File: config.mk
export PLATFORM = sky130hd
export DESIGN_NAME = scrolling_caption_row_allocator_unit_flat
export DESIGN_NICKNAME = d
export VERILOG_FILES = /design/src/design/scra_pkg.sv /design/src/design/scra_if.sv /design/src/design/scrolling_caption_row_allocator_unit.sv /design/src/design/scra_cfg_regs.sv /design/src/design/scra_divider.sv /design/src/design/scra_row_table.sv /design/src/flat_wrapper.sv
export SDC_FILE = /design/constraint.sdc
export NUM_CORES = 2
export LEC_CHECK = 0
export ABC_AREA = 1
export BUFFER_PORTS_ARGS = -buffer_cell sky130_fd_sc_hd__buf_2
export CORE_AREA = 2 2 386 388
export CTS_BUF_LIST = sky130_fd_sc_hd__clkbuf_4 sky130_fd_sc_hd__clkbuf_8
export DETAILED_ROUTE_END_ITERATION = 10
export DIE_AREA = 0 0 388 390
export HOLD_SLACK_MARGIN = 0.06
export PLACE_DENSITY = 0.66
export SLEW_MARGIN = 15
export SYNTH_ARGS = -nofsm -noshare
export SYNTH_HDL_FRONTEND = slang
export SYNTH_SLANG_ARGS = --single-unit
File: constraint.sdc
create_clock -name clk -period 15.9 [get_ports clk]
set_clock_uncertainty 0.2 [all_clocks]
set_input_delay 1.59 -clock clk [delete_from_list [all_inputs] [get_ports clk]]
set_output_delay 1.59 -clock clk [all_outputs]
set_load 0.005 [all_outputs]
File: src/design/scra_pkg.sv
// ----------------------------------------------------------------------------
// scra_pkg
// Shared widths, codes, reset values and types for the caption row allocator.
// ----------------------------------------------------------------------------
package scra_pkg;

	// field widths
	localparam int TIME_W  = 24;   // Q16.8 seconds
	localparam int WID_W   = 16;   // Q12.4 pixels
	localparam int TT_W    = 13;   // travel time register
	localparam int ROWS_W  = 5;    // rows_in_use register
	localparam int RH_W    = 10;   // row pitch, Q6.4
	localparam int ROW_W   = 5;    // row index on the ports
	localparam int EYE_W   = 10;
	localparam int ST_W    = 2;
	localparam int X_W     = 18;
	localparam int Y_W     = 15;

	// datapath widths
	localparam int SPAN_W  = 17;                // 6400 + width
	localparam int NUM_W   = TIME_W + SPAN_W;   // |elapsed| * span
	localparam int EDGE_W  = NUM_W + 3;         // signed right edge
	localparam int CNT_W   = $clog2(NUM_W + 1);

	// APB
	localparam int APB_AW    = 4;
	localparam int APB_DW    = 32;
	localparam int REG_IDX_W = APB_AW - 2;

	// constants
	localparam logic [SPAN_W-1:0] SCREEN_Q4 = 17'd6400;
	localparam logic [Y_W:0]      Y_BASE    = 16'd32;
	localparam int                X_MAX     = 131071;
	localparam int                X_MIN     = -131072;
	localparam logic [ROW_W-1:0]  NO_ROW    = 5'd31;

	// register map
	localparam logic [REG_IDX_W-1:0] REG_TRAVEL = 2'd0;
	localparam logic [REG_IDX_W-1:0] REG_ROWS   = 2'd1;
	localparam logic [REG_IDX_W-1:0] REG_HEIGHT = 2'd2;

	localparam logic [TT_W-1:0]   TRAVEL_RST = 13'd2048;
	localparam logic [ROWS_W-1:0] ROWS_RST   = 5'd14;
	localparam logic [RH_W-1:0]   HEIGHT_RST = 10'd256;

	// request kinds
	localparam logic REQ_CLEAR = 1'b0;
	localparam logic REQ_PLACE = 1'b1;

	typedef enum logic [ST_W-1:0] {
		ST_VISIBLE   = 2'd0,
		ST_OFFSCREEN = 2'd1,
		ST_PENDING   = 2'd2,
		ST_CLEARED   = 2'd3
	} status_t;

	typedef struct packed {
		logic [TT_W-1:0]   travel_time;
		logic [ROWS_W-1:0] rows_in_use;
		logic [RH_W-1:0]   row_height;
	} cfg_t;

	typedef struct packed {
		logic [TIME_W-1:0] start;
		logic [WID_W-1:0]  width;
	} row_rec_t;

	typedef struct packed {
		logic             en;
		logic [ROW_W-1:0] row;
		row_rec_t         rec;
	} row_wr_t;

	typedef struct packed {
		logic             busy;
		logic             done;
		logic [NUM_W-1:0] quo;
		logic             rem_nz;
	} div_res_t;

endpackage

File: src/design/scra_if.sv
// ----------------------------------------------------------------------------
// scra_if
// Request and result channels: valid/ready handshake plus payload.
// ----------------------------------------------------------------------------
interface scra_req_if import scra_pkg::*; ();
	logic                    valid;
	logic                    ready;
	logic                    req_type;
	logic [TIME_W-1:0]       now_time;
	logic [TIME_W-1:0]       start_time;
	logic [WID_W-1:0]        text_width;
	logic [ROW_W-1:0]        held_row;
	logic signed [EYE_W-1:0] eye_offset;

	modport source (
		output valid, req_type, now_time, start_time, text_width, held_row, eye_offset,
		input  ready
	);
	modport sink (
		input  valid, req_type, now_time, start_time, text_width, held_row, eye_offset,
		output ready
	);
endinterface

interface scra_rsp_if import scra_pkg::*; ();
	logic                  valid;
	logic                  ready;
	logic [ST_W-1:0]       status;
	logic [ROW_W-1:0]      row_index;
	logic signed [X_W-1:0] x_pos;
	logic [Y_W-1:0]        y_pos;

	modport source (
		output valid, status, row_index, x_pos, y_pos,
		input  ready
	);
	modport sink (
		input  valid, status, row_index, x_pos, y_pos,
		output ready
	);
endinterface

File: src/design/scrolling_caption_row_allocator_unit.sv
// ----------------------------------------------------------------------------
// scrolling_caption_row_allocator_unit
// Row choice and screen position for right-to-left scrolling captions.
// ----------------------------------------------------------------------------
// Usage:
//  - req channel (valid/ready): one request per caption per frame, or a clear
//    request (req_type 0) that frees every row after a seek or new data.
//  - rsp channel (valid/ready): exactly one result per request, in order.
//  - APB port: travel_time at 0x0, rows_in_use at 0x4, row_height at 0x8.
//    Write only while no request is outstanding.
//  - One request at a time: req.ready is high only while the sequencer idles.
//    Clear, not-started and expired requests go from the check state straight
//    to done. Held row or a free row available: one divide for its own position.
//    All rows busy: in addition, each row in use has its right edge computed
//    by its own pass through the shared multiplier and divider.
//  - A finished result sits in the output register; the next request is
//    accepted while it waits. If rsp stalls with a second result ready, the
//    sequencer holds in its done state and req.ready stays low.
//  - Reset clears the sequencer, the output valid bit and every row's busy
//    bit, and loads the register defaults. No clearing pass is needed.
// ----------------------------------------------------------------------------
module scrolling_caption_row_allocator_unit import scra_pkg::*; #(
	parameter int MAX_ROWS = 18
) (
	input  logic              clk,
	input  logic              arst_n,
	input  logic              psel,
	input  logic              penable,
	input  logic              pwrite,
	input  logic [APB_AW-1:0] paddr,
	input  logic [APB_DW-1:0] pwdata,
	output logic [APB_DW-1:0] prdata,
	output logic              pready,
	scra_req_if.sink          req,
	scra_rsp_if.source        rsp
);

	localparam int XS_W = X_W + 2;
	localparam int YF_W = Y_W + 1;
	localparam int TS_W = TIME_W + 1;
	localparam logic signed [XS_W-1:0] XO_MAX = XS_W'(X_MAX);
	localparam logic signed [XS_W-1:0] XO_MIN = XS_W'(X_MIN);

	typedef enum logic [7:0] {
		S_IDLE    = 8'b0000_0001,
		S_CHECK   = 8'b0000_0010,
		S_ROW_MUL = 8'b0000_0100,
		S_ROW_DIV = 8'b0000_1000,
		S_ROW_CMP = 8'b0001_0000,
		S_OWN_MUL = 8'b0010_0000,
		S_OWN_DIV = 8'b0100_0000,
		S_DONE    = 8'b1000_0000
	} state_t;

	state_t state_q, state_d;

	// configuration
	cfg_t              cfg;
	logic [ROWS_W-1:0] eff_rows;
	logic [TT_W-1:0]   t_eff;

	// latched request
	logic                    req_type_q;
	logic [TIME_W-1:0]       now_q;
	logic [TIME_W-1:0]       start_q;
	logic [WID_W-1:0]        width_q;
	logic [ROW_W-1:0]        held_q;
	logic signed [EYE_W-1:0] eye_q;

	// row walk
	logic [ROW_W-1:0]         scan_q;
	logic [ROW_W-1:0]         best_row_q;
	logic signed [EDGE_W-1:0] best_edge_q;
	logic                     best_ok_q;
	logic signed [EDGE_W-1:0] edge_q;
	logic                     neg_q;
	logic [SPAN_W-1:0]        span_q;
	logic [ROW_W-1:0]         row_q;
	logic                     rec_q;

	// pending result and output register
	status_t          res_status_q, out_status_q;
	logic [ROW_W-1:0] res_row_q, out_row_q;
	logic [X_W-1:0]   res_x_q, out_x_q;
	logic [Y_W-1:0]   res_y_q, out_y_q;
	logic             out_valid_q;
	logic             out_load;

	// row table
	row_wr_t           tbl_wr;
	row_rec_t          tbl_rec;
	logic              tbl_clear;
	logic              tbl_free_found;
	logic [ROW_W-1:0]  tbl_free_row;
	logic              tbl_all_free;

	// shared arithmetic
	div_res_t          div_res;
	logic              div_start;
	logic [TIME_W-1:0] mul_a;
	logic [SPAN_W-1:0] mul_b;
	logic [NUM_W-1:0]  prod;

	// decode and datapath
	logic              start_late, expired, held_ok, scan_last, better;
	logic [TIME_W:0]   row_dt;
	logic              row_neg;
	logic [TIME_W-1:0] row_mag;
	logic [SPAN_W-1:0] span_row, span_own;
	logic [TIME_W-1:0] own_dt;
	logic [EDGE_W-1:0] q_ext, rnz_ext, span_ext, edge_d;
	logic [SPAN_W-1:0] q_own;
	logic              offscreen;
	logic signed [XS_W-1:0] x_raw, xo_raw;
	logic [X_W-1:0]    x_sat;
	logic [YF_W-1:0]   y_full;
	logic [Y_W-1:0]    y_sat;

	scra_cfg_regs u_cfg (
		.clk     (clk),
		.arst_n  (arst_n),
		.psel    (psel),
		.penable (penable),
		.pwrite  (pwrite),
		.paddr   (paddr),
		.pwdata  (pwdata),
		.prdata  (prdata),
		.pready  (pready),
		.cfg     (cfg)
	);

	scra_row_table #(.MAX_ROWS(MAX_ROWS)) u_rows (
		.clk        (clk),
		.arst_n     (arst_n),
		.clear      (tbl_clear),
		.wr         (tbl_wr),
		.rd_row     (scan_q),
		.eff_rows   (eff_rows),
		.rd_rec     (tbl_rec),
		.free_found (tbl_free_found),
		.free_row   (tbl_free_row),
		.all_free   (tbl_all_free)
	);

	scra_divider u_div (
		.clk    (clk),
		.arst_n (arst_n),
		.start  (div_start),
		.num    (prod),
		.den    (t_eff),
		.res    (div_res)
	);

	// effective row count clamped to 1..MAX_ROWS, zero travel time read as one
	always_comb begin
		if (cfg.rows_in_use == '0) begin
			eff_rows = ROWS_W'(1);
		end else if (cfg.rows_in_use > ROWS_W'(MAX_ROWS)) begin
			eff_rows = ROWS_W'(MAX_ROWS);
		end else begin
			eff_rows = cfg.rows_in_use;
		end
	end
	assign t_eff = (cfg.travel_time == '0) ? TT_W'(1) : cfg.travel_time;

	// request classification
	assign start_late = start_q > now_q;
	assign expired    = ({1'b0, start_q} + TS_W'(t_eff)) < {1'b0, now_q};
	assign held_ok    = held_q < eff_rows;
	assign tbl_clear  = (state_q == S_CHECK) && (req_type_q == REQ_CLEAR);

	// right edge of a busy row: elapsed time may be negative
	assign row_dt   = {1'b0, now_q} - {1'b0, tbl_rec.start};
	assign row_neg  = row_dt[TIME_W];
	assign row_mag  = row_neg ? TIME_W'(-row_dt) : row_dt[TIME_W-1:0];
	assign span_row = SCREEN_Q4 + SPAN_W'(tbl_rec.width);

	// own caption: elapsed time is 0..T here
	assign own_dt   = now_q - start_q;
	assign span_own = SCREEN_Q4 + SPAN_W'(width_q);

	// one multiplier, result lands in the divider's registers
	assign mul_a     = (state_q == S_ROW_MUL) ? row_mag : own_dt;
	assign mul_b     = (state_q == S_ROW_MUL) ? span_row : span_own;
	assign prod      = NUM_W'(mul_a) * NUM_W'(mul_b);
	assign div_start = (state_q == S_ROW_MUL) || (state_q == S_OWN_MUL);

	// floor division: a negative numerator rounds away from zero
	assign q_ext    = {{(EDGE_W-NUM_W){1'b0}}, div_res.quo};
	assign rnz_ext  = {{(EDGE_W-1){1'b0}}, div_res.rem_nz};
	assign span_ext = {{(EDGE_W-SPAN_W){1'b0}}, span_q};
	assign edge_d   = neg_q ? (span_ext + q_ext + rnz_ext) : (span_ext - q_ext);

	// strict less-than keeps the lowest row on a tie
	assign scan_last = (scan_q + ROW_W'(1)) == eff_rows;
	assign better    = !best_ok_q || (edge_q < best_edge_q);

	// own position; quotient is at most 6400 + width
	assign q_own     = div_res.quo[SPAN_W-1:0];
	assign offscreen = q_own > span_own;  // right edge left of the screen
	assign x_raw     = $signed({{(XS_W-SPAN_W){1'b0}}, SCREEN_Q4})
	                 - $signed({{(XS_W-SPAN_W){1'b0}}, q_own});
	assign xo_raw    = x_raw + XS_W'(eye_q);

	always_comb begin
		if (xo_raw > XO_MAX) begin
			x_sat = XO_MAX[X_W-1:0];
		end else if (xo_raw < XO_MIN) begin
			x_sat = XO_MIN[X_W-1:0];
		end else begin
			x_sat = xo_raw[X_W-1:0];
		end
	end

	assign y_full = YF_W'(row_q) * YF_W'(cfg.row_height) + Y_BASE;
	assign y_sat  = y_full[Y_W] ? {Y_W{1'b1}} : y_full[Y_W-1:0];

	// record the new caption once its own position is known
	assign tbl_wr.en        = (state_q == S_OWN_DIV) && div_res.done && rec_q;
	assign tbl_wr.row       = row_q;
	assign tbl_wr.rec.start = start_q;
	assign tbl_wr.rec.width = width_q;

	// sequencer
	always_comb begin
		state_d = state_q;
		unique case (state_q)
			S_IDLE: begin
				if (req.valid) state_d = S_CHECK;
			end
			S_CHECK: begin
				if (req_type_q == REQ_CLEAR || start_late || expired) begin
					state_d = S_DONE;
				end else if (held_ok || tbl_free_found) begin
					state_d = S_OWN_MUL;
				end else begin
					state_d = S_ROW_MUL;
				end
			end
			S_ROW_MUL: state_d = S_ROW_DIV;
			S_ROW_DIV: begin
				if (div_res.done) state_d = S_ROW_CMP;
			end
			S_ROW_CMP: begin
				state_d = scan_last ? S_OWN_MUL : S_ROW_MUL;
			end
			S_OWN_MUL: state_d = S_OWN_DIV;
			S_OWN_DIV: begin
				if (div_res.done) state_d = S_DONE;
			end
			S_DONE: begin
				if (!out_valid_q || rsp.ready) state_d = S_IDLE;
			end
			default: state_d = S_IDLE;
		endcase
	end

	assign out_load  = (state_q == S_DONE) && (!out_valid_q || rsp.ready);
	assign req.ready = (state_q == S_IDLE);

	always_ff @(posedge clk or negedge arst_n) begin
		if (!arst_n) begin
			state_q     <= S_IDLE;
			out_valid_q <= 1'b0;
		end else begin
			state_q <= state_d;
			if (out_load) begin
				out_valid_q <= 1'b1;
			end else if (rsp.ready) begin
				out_valid_q <= 1'b0;
			end
		end
	end

	always_ff @(posedge clk) begin
		if (req.valid && req.ready) begin
			req_type_q <= req.req_type;
			now_q      <= req.now_time;
			start_q    <= req.start_time;
			width_q    <= req.text_width;
			held_q     <= req.held_row;
			eye_q      <= req.eye_offset;
		end

		if (state_q == S_CHECK) begin
			scan_q    <= '0;
			best_ok_q <= 1'b0;
			rec_q     <= !held_ok;
			row_q     <= held_ok ? held_q : tbl_free_row;
			res_x_q   <= '0;
			res_y_q   <= '0;
			if (req_type_q == REQ_CLEAR) begin
				res_status_q <= ST_CLEARED;
				res_row_q    <= NO_ROW;
			end else begin
				res_status_q <= start_late ? ST_PENDING : ST_OFFSCREEN;
				res_row_q    <= held_q;
			end
		end

		if (state_q == S_ROW_MUL) begin
			neg_q  <= row_neg;
			span_q <= span_row;
		end

		if (state_q == S_ROW_DIV && div_res.done) begin
			edge_q <= edge_d;
		end

		if (state_q == S_ROW_CMP) begin
			if (better) begin
				best_ok_q   <= 1'b1;
				best_edge_q <= edge_q;
				best_row_q  <= scan_q;
			end
			if (scan_last) begin
				row_q <= better ? scan_q : best_row_q;
			end else begin
				scan_q <= scan_q + ROW_W'(1);
			end
		end

		if (state_q == S_OWN_DIV && div_res.done) begin
			res_status_q <= offscreen ? ST_OFFSCREEN : ST_VISIBLE;
			res_row_q    <= row_q;
			res_x_q      <= x_sat;
			res_y_q      <= y_sat;
		end

		if (out_load) begin
			out_status_q <= res_status_q;
			out_row_q    <= res_row_q;
			out_x_q      <= res_x_q;
			out_y_q      <= res_y_q;
		end
	end

	assign rsp.valid     = out_valid_q;
	assign rsp.status    = out_status_q;
	assign rsp.row_index = out_row_q;
	assign rsp.x_pos     = out_x_q;
	assign rsp.y_pos     = out_y_q;

	// ------------------------------------------------------------------------
	// checks
	// ------------------------------------------------------------------------
	a_div_idle_on_start: assert property (@(posedge clk) disable iff (!arst_n)
		div_start |-> !div_res.busy)
		else $error("divider restarted while busy");

	a_row_in_range: assert property (@(posedge clk) disable iff (!arst_n)
		(state_q == S_OWN_MUL) |-> (row_q < eff_rows))
		else $error("chosen row beyond rows in use");

	a_clear_frees_rows: assert property (@(posedge clk) disable iff (!arst_n)
		(state_q == S_CHECK && req_type_q == REQ_CLEAR) |=> tbl_all_free)
		else $error("clear request left a row busy");

	a_hold_on_stall: assert property (@(posedge clk) disable iff (!arst_n)
		(state_q == S_DONE && out_valid_q && !rsp.ready) |=> (state_q == S_DONE))
		else $error("result dropped while output stalled");

endmodule

File: src/design/scra_cfg_regs.sv
// ----------------------------------------------------------------------------
// scra_cfg_regs
// APB register file: travel time, rows in use, row pitch.
// ----------------------------------------------------------------------------
module scra_cfg_regs import scra_pkg::*; (
	input  logic              clk,
	input  logic              arst_n,
	input  logic              psel,
	input  logic              penable,
	input  logic              pwrite,
	input  logic [APB_AW-1:0] paddr,
	input  logic [APB_DW-1:0] pwdata,
	output logic [APB_DW-1:0] prdata,
	output logic              pready,
	output cfg_t              cfg
);

	cfg_t                 cfg_q;
	logic                 wr_en;
	logic [REG_IDX_W-1:0] reg_idx;

	assign pready  = 1'b1;
	assign wr_en   = psel & penable & pwrite;
	assign reg_idx = paddr[APB_AW-1:2];
	assign cfg     = cfg_q;

	always_ff @(posedge clk or negedge arst_n) begin
		if (!arst_n) begin
			cfg_q.travel_time <= TRAVEL_RST;
			cfg_q.rows_in_use <= ROWS_RST;
			cfg_q.row_height  <= HEIGHT_RST;
		end else if (wr_en) begin
			unique case (reg_idx)
				REG_TRAVEL: cfg_q.travel_time <= pwdata[TT_W-1:0];
				REG_ROWS:   cfg_q.rows_in_use <= pwdata[ROWS_W-1:0];
				REG_HEIGHT: cfg_q.row_height  <= pwdata[RH_W-1:0];
				default: ;
			endcase
		end
	end

	always_comb begin
		unique case (reg_idx)
			REG_TRAVEL: prdata = {{(APB_DW-TT_W){1'b0}}, cfg_q.travel_time};
			REG_ROWS:   prdata = {{(APB_DW-ROWS_W){1'b0}}, cfg_q.rows_in_use};
			REG_HEIGHT: prdata = {{(APB_DW-RH_W){1'b0}}, cfg_q.row_height};
			default:    prdata = '0;
		endcase
	end

endmodule

File: src/design/scra_divider.sv
// ----------------------------------------------------------------------------
// scra_divider
// Shared restoring divider, one quotient bit per cycle.
// ----------------------------------------------------------------------------
module scra_divider import scra_pkg::*; (
	input  logic             clk,
	input  logic             arst_n,
	input  logic             start,
	input  logic [NUM_W-1:0] num,
	input  logic [TT_W-1:0]  den,
	output div_res_t         res
);

	logic [NUM_W-1:0] quo_q;
	logic [TT_W-1:0]  rem_q;
	logic [TT_W-1:0]  den_q;
	logic [CNT_W-1:0] cnt_q;
	logic             busy_q;
	logic             done_q;
	logic [TT_W:0]    shifted;
	logic [TT_W:0]    diff;
	logic             fits;

	// remainder stays below the divisor, so the shifted value is below twice it
	assign shifted = {rem_q, quo_q[NUM_W-1]};
	assign diff    = shifted - {1'b0, den_q};
	assign fits    = shifted >= {1'b0, den_q};

	always_ff @(posedge clk or negedge arst_n) begin
		if (!arst_n) begin
			busy_q <= 1'b0;
			done_q <= 1'b0;
			cnt_q  <= '0;
		end else begin
			done_q <= 1'b0;
			if (start) begin
				busy_q <= 1'b1;
				cnt_q  <= CNT_W'(NUM_W);
			end else if (busy_q) begin
				cnt_q <= cnt_q - CNT_W'(1);
				if (cnt_q == CNT_W'(1)) begin
					busy_q <= 1'b0;
					done_q <= 1'b1;
				end
			end
		end
	end

	always_ff @(posedge clk) begin
		if (start) begin
			quo_q <= num;
			rem_q <= '0;
			den_q <= den;
		end else if (busy_q) begin
			quo_q <= {quo_q[NUM_W-2:0], fits};
			rem_q <= fits ? diff[TT_W-1:0] : shifted[TT_W-1:0];
		end
	end

	assign res.busy   = busy_q;
	assign res.done   = done_q;
	assign res.quo    = quo_q;
	assign res.rem_nz = |rem_q;

endmodule

File: src/design/scra_row_table.sv
// ----------------------------------------------------------------------------
// scra_row_table
// Per-row occupancy bits and last caption start/width, lowest-free search.
// ----------------------------------------------------------------------------
module scra_row_table import scra_pkg::*; #(
	parameter int MAX_ROWS = 18
) (
	input  logic              clk,
	input  logic              arst_n,
	input  logic              clear,
	input  row_wr_t           wr,
	input  logic [ROW_W-1:0]  rd_row,
	input  logic [ROWS_W-1:0] eff_rows,
	output row_rec_t          rd_rec,
	output logic              free_found,
	output logic [ROW_W-1:0]  free_row,
	output logic              all_free
);

	localparam int IDX_W = (MAX_ROWS > 1) ? $clog2(MAX_ROWS) : 1;

	logic [MAX_ROWS-1:0] busy_q;
	row_rec_t            rec_q [MAX_ROWS];

	always_ff @(posedge clk or negedge arst_n) begin
		if (!arst_n) begin
			busy_q <= '0;
		end else if (clear) begin
			busy_q <= '0;
		end else if (wr.en) begin
			busy_q[wr.row[IDX_W-1:0]] <= 1'b1;
		end
	end

	// contents only matter once the busy bit is set
	always_ff @(posedge clk) begin
		if (wr.en) begin
			rec_q[wr.row[IDX_W-1:0]] <= wr.rec;
		end
	end

	assign rd_rec   = rec_q[rd_row[IDX_W-1:0]];
	assign all_free = (busy_q == '0);

	always_comb begin
		free_found = 1'b0;
		free_row   = '0;
		for (int i = MAX_ROWS - 1; i >= 0; i--) begin
			if (!busy_q[i] && (ROWS_W'(i) < eff_rows)) begin
				free_found = 1'b1;
				free_row   = ROW_W'(i);
			end
		end
	end

endmodule
File: src/flat_wrapper.sv
// flat-port wrapper written by rule: the top's interface ports become plain ports
module scrolling_caption_row_allocator_unit_flat import scra_pkg::*;
#(
	parameter int MAX_ROWS = 18
)
  (clk, arst_n, psel, penable, pwrite, paddr, pwdata, prdata, pready, req_valid, req_req_type, req_now_time, req_start_time, req_text_width, req_held_row, req_eye_offset, req_ready, rsp_valid, rsp_status, rsp_row_index, rsp_x_pos, rsp_y_pos, rsp_ready);
  scra_req_if req_i ();
  scra_rsp_if rsp_i ();
  input  logic clk;
  input  logic arst_n;
  input  logic psel;
  input  logic penable;
  input  logic pwrite;
  input  logic [APB_AW-1:0] paddr;
  input  logic [APB_DW-1:0] pwdata;
  output logic [APB_DW-1:0] prdata;
  output logic pready;
  input wire logic [$bits(req_i.valid)-1:0] req_valid;
  input wire logic [$bits(req_i.req_type)-1:0] req_req_type;
  input wire logic [$bits(req_i.now_time)-1:0] req_now_time;
  input wire logic [$bits(req_i.start_time)-1:0] req_start_time;
  input wire logic [$bits(req_i.text_width)-1:0] req_text_width;
  input wire logic [$bits(req_i.held_row)-1:0] req_held_row;
  input wire logic [$bits(req_i.eye_offset)-1:0] req_eye_offset;
  output wire logic [$bits(req_i.ready)-1:0] req_ready;
  output wire logic [$bits(rsp_i.valid)-1:0] rsp_valid;
  output wire logic [$bits(rsp_i.status)-1:0] rsp_status;
  output wire logic [$bits(rsp_i.row_index)-1:0] rsp_row_index;
  output wire logic [$bits(rsp_i.x_pos)-1:0] rsp_x_pos;
  output wire logic [$bits(rsp_i.y_pos)-1:0] rsp_y_pos;
  input wire logic [$bits(rsp_i.ready)-1:0] rsp_ready;
  assign req_i.valid = req_valid;
  assign req_i.req_type = req_req_type;
  assign req_i.now_time = req_now_time;
  assign req_i.start_time = req_start_time;
  assign req_i.text_width = req_text_width;
  assign req_i.held_row = req_held_row;
  assign req_i.eye_offset = req_eye_offset;
  assign req_ready = req_i.ready;
  assign rsp_valid = rsp_i.valid;
  assign rsp_status = rsp_i.status;
  assign rsp_row_index = rsp_i.row_index;
  assign rsp_x_pos = rsp_i.x_pos;
  assign rsp_y_pos = rsp_i.y_pos;
  assign rsp_i.ready = rsp_ready;
  scrolling_caption_row_allocator_unit #(.MAX_ROWS(MAX_ROWS)) u_core (.clk(clk), .arst_n(arst_n), .psel(psel), .penable(penable), .pwrite(pwrite), .paddr(paddr), .pwdata(pwdata), .prdata(prdata), .pready(pready), .req(req_i), .rsp(rsp_i));
endmodule
==> qor.yml <==
global_routing:
  grt_pass1_vias: 55300
  grtUsageTotal_pct: 27.7
  grt_max_degree: 191
  grt_pass1_wl_mm: 323
  antenna_found_initial: 4
  globalRouteOverflowTotal: 0
sta:
  finalSetupViolations: 0
  worst_pin_slew_ns: 1.08
  slew_headroom_pct: 28.0
  max_freq_mhz: 80.8
  rsz0062_at_grt: "no"
  post-route-min-period_ns: 12.37
  hold_violations: 0
  post-route-period-util_pct: 77.8
  maxSlewViolCount: 0
  timing.setup.tns_ns: 0
synth:
  synth.area.top_cells: "edfxtp_1, fa_1, nand2_1"
  async_flop_share_pct: 5.56
  avgSynthCellArea_um2: 9.26
  synth-edff-count: 1046
  ys_ff_latch: 1133
  synth_area_um2: 73000
  synthTopCellsByCount: "nand2_1, inv_1, edfxtp_1"
  seq_area_frac_synth_pct: 45.8
  synth_cell_types: 70
  yosys.area.top_type: "edfxtp_1"
  synth_top_area_share_pct: 43.0
  ys.flop_type: "edfxtp_1"
  synth_most_common_cell: "nand2_1"
  yosys_warnings: 0
  syn_inst: 7884
finish:
  drive_above_1_share_pct: 9.03
  multi_input_area_um2: 34000
  fillCellCount: 13200
  layout.area.seq_um2: 33500
  utilization_pct: 53.9
  nets: 8875
  area_growth_pct: 8.71
clocking:
  cts_tree: "yes"
  cts_buffers: 184
  ctsHoldBuffers: 0
  root_buffer: "clkbuf_8"
  clk_path_buf_depth: 3
  clk_pin_slew_ns: 0.07
  cts_resized: 0
  insertion_delay_ns: 0.93
  cts_sinks: 1133
  htreeDepth: 4
  cts_setup_buffers: 0
floorplanning:
  initial_core_util_pct: 49.6
  ios: 198
  die-area_um2: 151000
  die_h_um: 390
  core-area_um2: 147000
  rows: 141
  die_w_um: 388
worst_setup_path:
  endpoint_kind: "flip-flop"
  worstPathMaxFanout: 190
  worst_setup_path_start_kind: "flip-flop"
  worstSetupPathType: "flip-flop to flip-flop"
  crit_required_ns: 16.25
  regToRegEndpoint: "u_core.u_div.quo_q[39]"
  slowest_delay_ns: 0.87
  crit_path_top_delay_cell: "dfxtp_4"
  cp_common_cell: "nand2_1"
  regToRegSetupSlack_ns: 3.53
  r2r-start: "u_core.scan_q[0]"
  rr_worst_depth: 45
  critPathArrivalTime_ns: 12.72
place:
  io_buffers: 156
  dp_hpwl_mm: 150
  place_congestion: 0.965
detailed_routing:
  routed_via_density: 5.62
  drc: 0
  wl_mm: 211
  detail-route-antenna-nets: 0
  avgRoutedWirePerCell_um: 20.9
  drt-pass1-iter-count: 7
  vias: 56800
  initialDrtViolationCount: 5256
hold_path:
  min_path_cells: 0
  worstHoldEndpoint: "u_core.rsp.y_pos[2]"
  hold_class: "flip-flop to flip-flop"
  min_from: "u_core.res_y_q[2]"
job:
  drv_cap: 0
outcome:
  status: "finished clean"
==> final cells by class <==
| cell class | count | area share (%) |
|---|---|---|
| clock buffer | 256 | 3.92 |
| tap | 1930 | 3.04 |
| clock inverter | 79 | 0.869 |
| sequential | 1133 | 42.2 |
| multi-input combinational | 5333 | 42.8 |
| inverter | 1139 | 5.41 |
| antenna | 2 | 0.00631 |
| timing repair buffer | 231 | 1.73 |
==> logic make-up (layout without fill, tap and decap cells) <==
group / after synthesis / count (layout) / synth area share, %
AOI/OAI and AO/OA: 1303 / 1303 / 10.2
xor gates and xnor gates: 157 / 157 / 1.92
adders and majority gates: 730 / 730 / 16.2
buffers and inverters: 1436 / 1705 / 7.94
DFF: 1133 / 1133 / 45.8
other: 2 / 22 / 0.0103
and+or+nand+nor: 3123 / 3123 / 17.9
==> cell usage in the layout (no fill, tap or decap), drive strengths merged, types with 13 or more instances in the layout <==
master and n:
xnor2 49, buf 231, clkbuf 256, a21o 13, nor4 22, xor2 108, edfxtp 1046, ha 369
dfrtp 57, or2 37, conb 20, o22ai 112, o21bai 23, dfxtp 24, fa 361, clkinv 68
o21a 31, nor3 74, o211ai 44, nand3 378, a21oi 313, o31ai 13, nand2 1494, nand4 100
o221ai 57, inv 1143, o21ai 646, a31oi 19, nor2 1000
==> state kept, by name (all words and copies together), names as in the netlist, 6 cells and up <==
name	cells
u_core.edge_q	44
u_core.u_div.rem_q	13
u_core.now_q	24
u_core.u_div.quo_q	41
u_core.res_y_q	15
u_core.u_div.den_q	13
u_core.u_rows.busy_q	18
u_core.state_q	8
u_core.u_div.cnt_q	6
u_core.span_q	17
u_core.eye_q	10
u_core.u_rows.rec_q	720
u_core.rsp.x_pos	18
u_core.res_x_q	18
u_core.width_q	16
u_core.rsp.y_pos	15
u_core.u_cfg.cfg	28
u_core.best_edge_q	44
u_core.start_q	24
==> worst max-delay path, delay by kind of cell, from the launching register on <==
kind,cells,cell delay [ns]
compound gates,10,2.72
fa+ha+maj,8,3.95
buf+inv,8,1.78
flops,1,0.87
simple gates,19,2.27
==> per-layer routing <==
metal,vias up,track usage (%),wire length [µm]
met1,27500,39.5,93000
met4,0,10.0,7290
met2,2354,43.2,94100
met3,408,4.25,16600
met5,-,0,0
li1,26500,-,-
==> stage by stage <==
step / setup slack, ns / hold slack (ns) / cells / cell area [µm²]
after detailed placement: 3.81 / 0.205 / 9765 / 75500
after floorplan: 6.55 / 0.200 / 7902 / 73100
after global placement: 3.90 / 0.204 / 9765 / 75500
after CTS: 3.74 / 0.205 / 10100 / 79300
after global routing: 2.94 / 0.217 / 10100 / 79400
final: 3.53 / 0.206 / 10100 / 79400
==> how the worst max path moves through the flow <==
stage	from	endpoint	slack, ns
after floorplan	u_core.scan_q[0]	u_core.u_div.quo_q[28]	6.55
after global placement	u_core.scan_q[1]	u_core.u_div.quo_q[28]	3.90
after detailed placement	u_core.scan_q[1]	u_core.u_div.quo_q[39]	3.81
after CTS	u_core.scan_q[1]	u_core.u_div.quo_q[39]	3.74
after global routing	u_core.scan_q[0]	u_core.u_div.quo_q[28]	2.94
final	u_core.scan_q[0]	u_core.u_div.quo_q[39]	3.53
Power is not shown: default switching activity piles up to over one toggle a cycle in this logic, so the estimate is an artifact.
